===== config.mk =====
export PLATFORM = sky130hd
export DESIGN_NAME = page_map_ftl_greedy_gc
export DESIGN_NICKNAME = d
export VERILOG_FILES = /design/src/hdl/pmf_pkg.sv /design/src/hdl/page_map_ftl_greedy_gc.sv /design/src/hdl/pmf_ram.sv
export SDC_FILE = /design/constraint.sdc
export NUM_CORES = 1
export LEC_CHECK = 0
export BUFFER_PORTS_ARGS = -buffer_cell sky130_fd_sc_hd__buf_2
export CORE_ASPECT_RATIO = 0.6
export CORE_MARGIN = 3
export CORE_UTILIZATION = 50
export DETAILED_ROUTE_END_ITERATION = 7
export HOLD_SLACK_MARGIN = 0.12
export PLACE_DENSITY = 0.65
export SYNTH_ARGS = -nofsm -noshare
export SYNTH_HDL_FRONTEND = slang
export SYNTH_HIERARCHICAL = 1
export SYNTH_SLANG_ARGS = --single-unit

===== constraint.sdc =====
create_clock -name clk -period 7.7 [get_ports clk]
set_clock_uncertainty 0.15 [all_clocks]
set_input_delay 1.54 -clock clk [delete_from_list [all_inputs] [get_ports clk]]
set_output_delay 1.54 -clock clk [all_outputs]
set_load 0.05 [all_outputs]

===== src/hdl/pmf_pkg.sv =====
`default_nettype none
package pmf_pkg;
  localparam int CHANNELS = 2;
  localparam int BLOCKS_PER_CHANNEL = 8;
  localparam int PAGES_PER_BLK = 4;
  localparam int LBA_COUNT = 32;
  localparam int BLOCK_COUNT = CHANNELS * BLOCKS_PER_CHANNEL;
  localparam int TOTAL_PAGES = BLOCK_COUNT * PAGES_PER_BLK;
  localparam int CW = $clog2(CHANNELS);
  localparam int BW = $clog2(BLOCKS_PER_CHANNEL);
  localparam int PW = $clog2(PAGES_PER_BLK);
  localparam int LW = $clog2(LBA_COUNT);
  localparam int MAPW = 1 + CW + BW + PW;

  localparam logic [1:0] KIND_WRITE = 2'd0;
  localparam logic [1:0] KIND_READ = 2'd1;
  localparam logic [1:0] KIND_COLLECT = 2'd2;

  localparam logic [2:0] ST_OK = 3'd0;
  localparam logic [2:0] ST_UNMAPPED = 3'd1;
  localparam logic [2:0] ST_FULL = 3'd2;
  localparam logic [2:0] ST_MOVED = 3'd3;
  localparam logic [2:0] ST_DONE = 3'd4;
  localparam logic [2:0] ST_NO_VICTIM = 3'd5;
  localparam logic [2:0] ST_LOST = 3'd6;

  typedef enum logic [3:0] {
    S_IDLE, S_WR_RD, S_WR_OLD, S_WR_ALLOC, S_RD_OUT, S_SCAN, S_SCAN_LAST,
    S_PG_RD, S_PG_CHK, S_MOVE, S_ERASE, S_OUT
  } state_t;

  typedef struct packed {
    logic [2:0] status;
    logic [4:0] item_lba;
    logic       out_channel;
    logic [2:0] block;
    logic [1:0] page;
    logic [2:0] from_block;
    logic [1:0] from_page;
    logic [3:0] free_blocks;
    logic       needs_collect;
    logic       last;
  } result_t;
endpackage
`default_nettype wire


===== src/hdl/page_map_ftl_greedy_gc.sv =====
// Page-mapped flash translation block with greedy garbage collection.
// Input channel: in_valid/in_stall with kind, lba, channel. Output channel:
// out_valid/out_stall with one result word per field port; last marks the
// final word of an item. One item is worked at a time.
// Steps per item: a write is accept, map read, old page clear, allocate and
// result. A collect is accept, a scan over the channel's blocks and a decision,
// then an owner read and check per victim page, a move and result word per
// moved page, and the erase and its word; with no victim it ends at the decision.
// Each result word waits in the output register until taken; a stalled
// output holds the sequencer.
// The LBA map lives in a registered-read RAM, as does the page owner table;
// per-block page valid masks, block counts and rings are flip-flop tables.
// Reset (rst, synchronous) clears the map through valid bits, so no clearing
// pass is needed: the block accepts an item the cycle after reset.
// User writes gc_threshold via cfg_we/cfg_data when idle, unchecked; reset value 2.
`default_nettype none
module page_map_ftl_greedy_gc
  import pmf_pkg::*;
(
  input  wire logic       clk,
  input  wire logic       rst,
  input  wire logic       cfg_we,
  input  wire logic [3:0] cfg_data,
  input  wire logic       in_valid,
  output logic            in_stall,
  input  wire logic [1:0] kind,
  input  wire logic [4:0] lba,
  input  wire logic       channel,
  output logic            out_valid,
  input  wire logic       out_stall,
  output logic [2:0]      status,
  output logic [4:0]      item_lba,
  output logic            out_channel,
  output logic [2:0]      block,
  output logic [1:0]      page,
  output logic [2:0]      from_block,
  output logic [1:0]      from_page,
  output logic [3:0]      free_blocks,
  output logic            needs_collect,
  output logic            last
);
  localparam int BIW = $clog2(BLOCK_COUNT);
  localparam int PIW = $clog2(TOTAL_PAGES);

  state_t state, state_next, ret;
  logic [3:0] gc_threshold;
  logic [PAGES_PER_BLK-1:0] page_valid [BLOCK_COUNT];
  logic [LBA_COUNT-1:0] map_mapped;
  logic [PW:0] bcount [BLOCK_COUNT];
  logic [BLOCK_COUNT-1:0] erased;
  logic [BW-1:0] ring [BLOCK_COUNT];
  logic [BW-1:0] head [CHANNELS];
  logic [BW-1:0] tail [CHANNELS];
  logic [BW:0] fcount [CHANNELS];
  logic [CHANNELS-1:0] open_v;
  logic [BW-1:0] open_blk [CHANNELS];
  logic [PW:0] open_pg [CHANNELS];

  logic [LW-1:0] cur_lba;
  logic [CW-1:0] ch;
  logic [BW-1:0] idx, victim;
  logic found;
  logic [PW:0] minv;
  logic [PW-1:0] pidx;
  result_t res, pend;

  // map RAM: {ch, blk, pg}
  logic map_we;
  logic [LW-1:0] map_waddr, map_raddr;
  logic [CW+BW+PW-1:0] map_wdata, map_rdata;
  pmf_ram #(.WIDTH(CW+BW+PW), .DEPTH(LBA_COUNT)) u_map (
    .clk(clk), .we(map_we), .waddr(map_waddr), .wdata(map_wdata),
    .raddr(map_raddr), .rdata(map_rdata));

  logic own_we;
  logic [PIW-1:0] own_waddr, own_raddr;
  logic [LW-1:0] own_wdata, own_rdata;
  pmf_ram #(.WIDTH(LW), .DEPTH(TOTAL_PAGES)) u_own (
    .clk(clk), .we(own_we), .waddr(own_waddr), .wdata(own_wdata),
    .raddr(own_raddr), .rdata(own_rdata));

  logic [CW-1:0] m_ch;
  logic [BW-1:0] m_blk;
  logic [PW-1:0] m_pg;
  assign {m_ch, m_blk, m_pg} = map_rdata;

  logic [BIW-1:0] scan_bi, vic_bi;
  logic [PIW-1:0] vic_pi;
  assign scan_bi = {ch, idx};
  assign vic_bi = {ch, victim};
  assign vic_pi = {ch, victim, pidx};
  assign map_raddr = (state == S_IDLE) ? lba[LW-1:0] : cur_lba;
  assign own_raddr = vic_pi;

  // allocation view for channel ch
  logic need_open, can_alloc;
  logic [BW-1:0] pop_blk, alloc_blk;
  logic [PW-1:0] alloc_pg;
  logic [PAGES_PER_BLK-1:0] alloc_bit;
  assign need_open = !open_v[ch] || open_pg[ch] >= (PW+1)'(PAGES_PER_BLK);
  assign pop_blk = ring[{ch, head[ch]}];
  assign can_alloc = !need_open || fcount[ch] != '0;
  assign alloc_blk = need_open ? pop_blk : open_blk[ch];
  assign alloc_pg = need_open ? '0 : open_pg[ch][PW-1:0];
  assign alloc_bit = PAGES_PER_BLK'(1) << alloc_pg;

  logic out_free;
  assign out_free = !out_valid || !out_stall;
  assign in_stall = state != S_IDLE;

  always_comb begin
    state_next = state;
    unique case (state)
      S_IDLE: if (in_valid) begin
        unique case (kind)
          KIND_WRITE: state_next = S_WR_RD;
          KIND_READ: state_next = S_RD_OUT;
          KIND_COLLECT: state_next = S_SCAN;
          default: state_next = S_IDLE;
        endcase
      end
      S_WR_RD: state_next = S_WR_OLD;
      S_WR_OLD: state_next = S_WR_ALLOC;
      S_WR_ALLOC: state_next = S_OUT;
      S_RD_OUT: state_next = S_OUT;
      S_SCAN: if (idx == BW'(BLOCKS_PER_CHANNEL-1)) state_next = S_SCAN_LAST;
      S_SCAN_LAST: state_next = found ? S_PG_RD : S_OUT;
      S_PG_RD: state_next = S_PG_CHK;
      S_PG_CHK: begin
        if (page_valid[vic_bi][pidx]) state_next = S_MOVE;
        else if (pidx == PW'(PAGES_PER_BLK-1)) state_next = S_ERASE;
        else state_next = S_PG_RD;
      end
      S_MOVE: if (out_free) state_next = S_OUT;
      S_ERASE: state_next = S_OUT;
      S_OUT: if (out_free) state_next = ret;
      default: state_next = S_IDLE;
    endcase
  end

  always_comb begin
    map_we = 1'b0;
    map_waddr = cur_lba;
    map_wdata = {ch, alloc_blk, alloc_pg};
    own_we = 1'b0;
    own_waddr = {ch, alloc_blk, alloc_pg};
    own_wdata = cur_lba;
    if ((state == S_WR_ALLOC || state == S_MOVE && out_free) && can_alloc) begin
      map_we = 1'b1;
      own_we = 1'b1;
      if (state == S_MOVE) begin
        map_waddr = own_rdata;
        own_wdata = own_rdata;
      end
    end
  end

  function automatic result_t mk(input logic [2:0] st, input logic [LW-1:0] l,
      input logic [CW-1:0] c, input logic [BW-1:0] b, input logic [PW-1:0] p,
      input logic [BW-1:0] fb, input logic [PW-1:0] fp, input logic [BW:0] fc,
      input logic [3:0] th, input logic ls);
    result_t r;
    r.status = st;
    r.item_lba = 5'(l);
    r.out_channel = 1'(c);
    r.block = 3'(b);
    r.page = 2'(p);
    r.from_block = 3'(fb);
    r.from_page = 2'(fp);
    r.free_blocks = 4'(fc);
    r.needs_collect = 4'(fc) < th;
    r.last = ls;
    return r;
  endfunction

  logic [BW:0] fc_after;
  assign fc_after = (need_open && can_alloc) ? fcount[ch] - 1'b1 : fcount[ch];

  always_ff @(posedge clk) begin
    if (rst) begin
      state <= S_IDLE;
      ret <= S_IDLE;
      gc_threshold <= 4'd2;
      map_mapped <= '0;
      erased <= '1;
      open_v <= '0;
      out_valid <= 1'b0;
      for (int i = 0; i < BLOCK_COUNT; i++) begin
        bcount[i] <= '0;
        page_valid[i] <= '0;
        ring[i] <= BW'(i % BLOCKS_PER_CHANNEL);
      end
      for (int c = 0; c < CHANNELS; c++) begin
        head[c] <= '0;
        tail[c] <= '0;
        fcount[c] <= (BW+1)'(BLOCKS_PER_CHANNEL);
        open_blk[c] <= '0;
        open_pg[c] <= '0;
      end
    end else begin
      state <= state_next;
      if (cfg_we) gc_threshold <= cfg_data;
      unique case (state)
        S_IDLE: if (in_valid) begin
          cur_lba <= lba[LW-1:0];
          ch <= (kind == KIND_COLLECT) ? CW'(channel) : lba[CW-1:0];
          idx <= '0;
          found <= 1'b0;
          minv <= (PW+1)'(PAGES_PER_BLK);
          victim <= '0;
        end
        S_WR_RD: ;
        S_WR_OLD: if (map_mapped[cur_lba] && page_valid[{m_ch, m_blk}][m_pg]) begin
          page_valid[{m_ch, m_blk}][m_pg] <= 1'b0;
          if (bcount[{m_ch, m_blk}] != '0)
            bcount[{m_ch, m_blk}] <= bcount[{m_ch, m_blk}] - 1'b1;
        end
        S_RD_OUT: begin
          pend <= map_mapped[cur_lba] ?
            mk(ST_OK, cur_lba, m_ch, m_blk, m_pg, '0, '0, fcount[ch], gc_threshold, 1'b1) :
            mk(ST_UNMAPPED, cur_lba, ch, '0, '0, '0, '0, fcount[ch], gc_threshold, 1'b1);
          ret <= S_IDLE;
        end
        S_SCAN: begin
          if (!erased[scan_bi] && !(open_v[ch] && open_blk[ch] == idx)
              && bcount[scan_bi] < minv) begin
            minv <= bcount[scan_bi];
            victim <= idx;
            found <= 1'b1;
          end
          idx <= idx + 1'b1;
        end
        S_SCAN_LAST: begin
          pidx <= '0;
          if (!found) begin
            pend <= mk(ST_NO_VICTIM, '0, ch, '0, '0, '0, '0, fcount[ch], gc_threshold, 1'b1);
            ret <= S_IDLE;
          end
        end
        S_PG_RD: ;
        S_PG_CHK: if (!page_valid[vic_bi][pidx]) pidx <= pidx + 1'b1;
        default: ;
      endcase

      // write or relocation allocation
      if (state == S_WR_ALLOC || state == S_MOVE && out_free) begin
        if (can_alloc) begin
          if (need_open) begin
            head[ch] <= head[ch] + 1'b1;
            fcount[ch] <= fcount[ch] - 1'b1;
            open_v[ch] <= 1'b1;
            open_blk[ch] <= pop_blk;
          end
          open_pg[ch] <= need_open ? (PW+1)'(1) : open_pg[ch] + 1'b1;
          // a freshly opened block starts with only the new page valid
          page_valid[{ch, alloc_blk}] <= need_open ? alloc_bit
                                                   : page_valid[{ch, alloc_blk}] | alloc_bit;
          bcount[{ch, alloc_blk}] <= need_open ? (PW+1)'(1) : bcount[{ch, alloc_blk}] + 1'b1;
          erased[{ch, alloc_blk}] <= 1'b0;
          map_mapped[state == S_MOVE ? own_rdata : cur_lba] <= 1'b1;
        end
        if (state == S_WR_ALLOC) begin
          pend <= can_alloc ?
            mk(ST_OK, cur_lba, ch, alloc_blk, alloc_pg, '0, '0, fc_after, gc_threshold, 1'b1) :
            mk(ST_FULL, cur_lba, ch, '0, '0, '0, '0, fc_after, gc_threshold, 1'b1);
          ret <= S_IDLE;
        end else begin
          pend <= can_alloc ?
            mk(ST_MOVED, own_rdata, ch, alloc_blk, alloc_pg, victim, pidx, fc_after,
               gc_threshold, 1'b0) :
            mk(ST_LOST, own_rdata, ch, '0, '0, victim, pidx, fc_after, gc_threshold, 1'b0);
          ret <= (pidx == PW'(PAGES_PER_BLK-1)) ? S_ERASE : S_PG_RD;
          pidx <= pidx + 1'b1;
        end
      end

      if (state == S_ERASE) begin
        bcount[vic_bi] <= '0;
        erased[vic_bi] <= 1'b1;
        page_valid[vic_bi] <= '0;
        if (fcount[ch] < (BW+1)'(BLOCKS_PER_CHANNEL)) begin
          ring[{ch, tail[ch]}] <= victim;
          tail[ch] <= tail[ch] + 1'b1;
          fcount[ch] <= fcount[ch] + 1'b1;
        end
        pend <= mk(ST_DONE, '0, ch, victim, '0, '0, '0,
          (fcount[ch] < (BW+1)'(BLOCKS_PER_CHANNEL)) ? fcount[ch] + 1'b1 : fcount[ch],
          gc_threshold, 1'b1);
        ret <= S_IDLE;
      end

      if (state == S_OUT && out_free) begin
        out_valid <= 1'b1;
        res <= pend;
      end else if (out_valid && !out_stall) begin
        out_valid <= 1'b0;
      end
    end
  end

  assign status = res.status;
  assign item_lba = res.item_lba;
  assign out_channel = res.out_channel;
  assign block = res.block;
  assign page = res.page;
  assign from_block = res.from_block;
  assign from_page = res.from_page;
  assign free_blocks = res.free_blocks;
  assign needs_collect = res.needs_collect;
  assign last = res.last;

  a_no_accept_busy: assert property (@(posedge clk) disable iff (rst)
    state != S_IDLE |-> in_stall) else $error("accepted while busy");
  a_fcount_range: assert property (@(posedge clk) disable iff (rst)
    fcount[0] <= (BW+1)'(BLOCKS_PER_CHANNEL)) else $error("free count overflow");
  a_out_hold: assert property (@(posedge clk) disable iff (rst)
    out_valid && out_stall |=> out_valid && $stable(res)) else $error("result lost");
endmodule
`default_nettype wire


===== src/hdl/pmf_ram.sv =====
`default_nettype none
module pmf_ram #(
  parameter int WIDTH = 8,
  parameter int DEPTH = 16
) (
  input  wire logic                     clk,
  input  wire logic                     we,
  input  wire logic [$clog2(DEPTH)-1:0] waddr,
  input  wire logic [WIDTH-1:0]         wdata,
  input  wire logic [$clog2(DEPTH)-1:0] raddr,
  output logic      [WIDTH-1:0]         rdata
);
  logic [WIDTH-1:0] mem [DEPTH];
  always_ff @(posedge clk) begin
    if (we) mem[waddr] <= wdata;
    rdata <= mem[raddr];
  end
endmodule
`default_nettype wire


==> results.tsv <==
metric	value	unit
unrepaired setup endpoints after global routing	no	
Worst-path clk slew	0.07	ns
port buffer count	43	
largest net degree at the start of global routing	99	
Syn Std Cell Area	38200	um^2
FF-to-FF path depth	13	
Max Transition Viols Final	0	
Hold Startpoint	pend[11]	
WP data required	7.84	ns
TritonCTS buffer count	78	
Placer Congestion	0.931	
Routed WL per cell	27.6	um
Hold WS	0.266	ns
Die Y	220	um
CTS resizes	0	
Core ar.	74700	um^2
first-pass GRT wire length	148000	um
commonest non-fill, non-tap cell in the layout	edfxtp_1	
setup ws final	1.64	ns
Crit path max-delay family	simple AND/OR/NAND/NOR gates	
Critical Path End Type	register	
Initial DRC Count	3488	
Static Leakage	0.0138	uW
most frequent CP cell	buf_4	
Final #Nets	2605	
most area-consuming cells after synthesis	edfxtp_1 61%, mux4_2 13%, dfxtp_1 3.9%, nor2_1 2.9%, nand2_1 2.4%	
asr flop ratio synth	0	%
PnR Total Power	14000	uW
Worst Path Class, Setup	reg2reg	
Cell variety after synth	90	
Syn Nets	2608	
synth warn	6	
status	finished clean	
Rows	77	
Peak supply drop	234	uV
Synth top area share	60.7	%
clock sink count	846	
Max stage delay on crit path	0.73	ns
critical path arrival	6.20	ns
number of synthesized flops with an enable pin	772	
dpl ws	1.09	ns
Power Dens Cells	335	nW/um^2
HP Class	reg2reg	
register area share after synthesis	64.6	%
final worst-path cycle share	78.6	%
Final Hold Vio Count	0	
commonest non-fill, non-tap cells in the layout	772 x edfxtp_1, 292 x nor2_1, 247 x nand2_1, 220 x mux4_2, 96 x o21ai_0	
total routed wirelength	99800	um
HPWL after detailed placement	65200	um
critical-path cell list	buf_4, mux2i_1, ha_1, o21ai_0, nand2b_1, nand2_1, clkinv_1, buf_4, nand2_1, mux2_2, buf_4, nand3_1, nor2_1	
Skew-Pair Late Insertion Delay	0.68	ns
vias in the first global route	22433	
layout cells sized above 1	19.6	%
r2r setup slk	1.64	ns
DRC	0	
antenna violations before repair	2	
Slowest cell on crit path	nand3_1	
post-synth top area cell	edfxtp_1	
antenna-violating nets left	0	
max_cap viols	0	
starting density of the core	51.1	%
hold endpoint	page[0]	
Post-Syn Instances	2563	
Layout area overhead	9.35	%
boundary pin count	44	
Vias	23716	
clk root buf	clkbuf_16	
gr usage total	25.1	%
TritonRoute pass-1 iters	5	
CTS hold repair buffers	0	
post-CTS setup buffers	0	
relative slew slack	18.6	%
CP Launch Type	register	
Synth Flop Type	edfxtp_1	
die width	363	um
FF+latch count, synth	846	
Vias/cell	6.56	
DIE AREA	79800	um^2
minimum clock period	6.06	ns
reg-to-reg critical path endpoint	u_map/mem[3][0]	
Post-Route Utilization	55.9	%
CTS tree	yes	
max frequency	0.165	GHz
WHS Path Cells	0	
Slew @ Worst Pin	1.22	ns
Setup TNS Final	0	ns
Syn Area/Cell	14.9	um^2
H-tree levels	3	
CP bufs+invs	4	
Max clock buf depth	3	
# setup viols final	0	
Crit Path Max Fanout	67	
total gr overflow	0	
[report_power, final]
part | switching [uW] | total, uW | internal (uW)
registers | 217 | 5540 | 5320
logic | 2800 | 4470 | 1670
clock network | 1760 | 3990 | 2230
total | 4770 | 14000 | 9220
[per-layer routing]
metal  vias to the layer above  wire, um  global-route usage, %
met5                         -        13                  0.490
met1                     12087     44000                   39.8
met2                      1510     40400                   33.1
li1                       9970         -                      -
met3                       147     13600                   8.35
met4                         2      1860                   5.75
[worst reg2reg max path, stage by stage (launching register included)]
cell      delay, ns
dfxtp_1        0.31
buf_4          0.34
mux2i_1        0.69
ha_1           0.35
o21ai_0        0.22
nand2b_1       0.26
nand2_1        0.45
clkinv_1       0.15
buf_4          0.25
nand2_1        0.35
mux2_2         0.25
buf_4          0.54
nand3_1        0.74
nor2_1         0.66
[per-stage QoR]
| step | std cells | instance area, um^2 |
|---|---|---|
| floorplan | 2563 | 38200 |
| global placement | 3467 | 39200 |
| detailed placement | 3467 | 39200 |
| CTS | 3612 | 41700 |
| global route | 3612 | 41700 |
| finish | 3613 | 41800 |
[Yosys cell counts, types with 4 or more instances]
cell type  instances
buf_4             11
o211ai_1           4
a22o_1             4
nor3b_1            4
a311oi_1           4
inv_2              4
nand3b_1          18
nand3_1           53
nor2_4            10
buf_6             15
or2_2             22
nor4_1             5
ha_1              28
a221oi_1           6
xnor2_1            8
nand2_1          249
a211oi_1           8
a22oi_1           10
or3b_2             4
and2_1             7
nand2b_1          13
mux4_2           220
buf_1             17
mux2_2            31
edfxtp_1         772
o21ai_1            7
nor2_1           292
and3_1            47
a32oi_1           14
a221o_1           11
mux2i_1           50
a21oi_1           89
a31oi_1           18
o221ai_1           8
or3_1              7
nor2b_1           19
nand4_1            8
nor3_1            58
o21ai_0           99
dfxtp_1           74
inv_1             33
clkbuf_1         102
o22ai_1           17
mux4_1            14
buf_2             14
[flip-flops by register name (all words and copies together), names as in the netlist, 4 cells and up, named ones only]
name and cells:
ring 48, item_lba 5, u_own/rdata 5, u_own/mem 320, map_mapped 32, state 4
head 6, open_pg 6, open_blk 6, u_map/mem 192, cur_lba 5, u_map/rdata 6
tail 6, free_blocks 4, pend 25, page_valid 64, gc_threshold 4, bcount 48
fcount 8, erased 16
[cell type report]
class | instances | area, um^2
diodes | 1 | 2.50
clock buffers | 102 | 2110
clock inverters | 43 | 482
fillers | 5766 | 32900
inverters | 41 | 163
multi-input cells | 1509 | 12500
flip-flops and latches | 846 | 24700
well taps | 987 | 1230
repair buffers | 84 | 548
[how the worst max path moves through the flow]
stage                   start  cells after the start                to  slack, ns
finish               register                     13   u_map/mem[3][0]       1.64
global route         register                     13  u_map/mem[27][0]       1.24
CTS                  register                     13   u_map/mem[3][4]       1.74
detailed placement  out_stall                     12   u_map/mem[3][2]       1.09
global placement    out_stall                     12  u_map/mem[27][2]       1.44
floorplan           out_stall                      9  u_map/mem[28][0]       0.64
[kinds of logic after synthesis]
group                    count (synthesis)  synth area share (%)
AND/OR/NAND/NOR                        825                  9.85
buffers and inverters                  208                  2.71
adder cells (fa/ha/maj)                 28                 0.918
AO/OA/AOI/OAI                          329                  5.44
flip-flops                             846                  64.6
multiplexers                           316                  16.2
XOR/XNOR                                11                 0.252
Note: power is estimated with default switching activity, not from simulation.
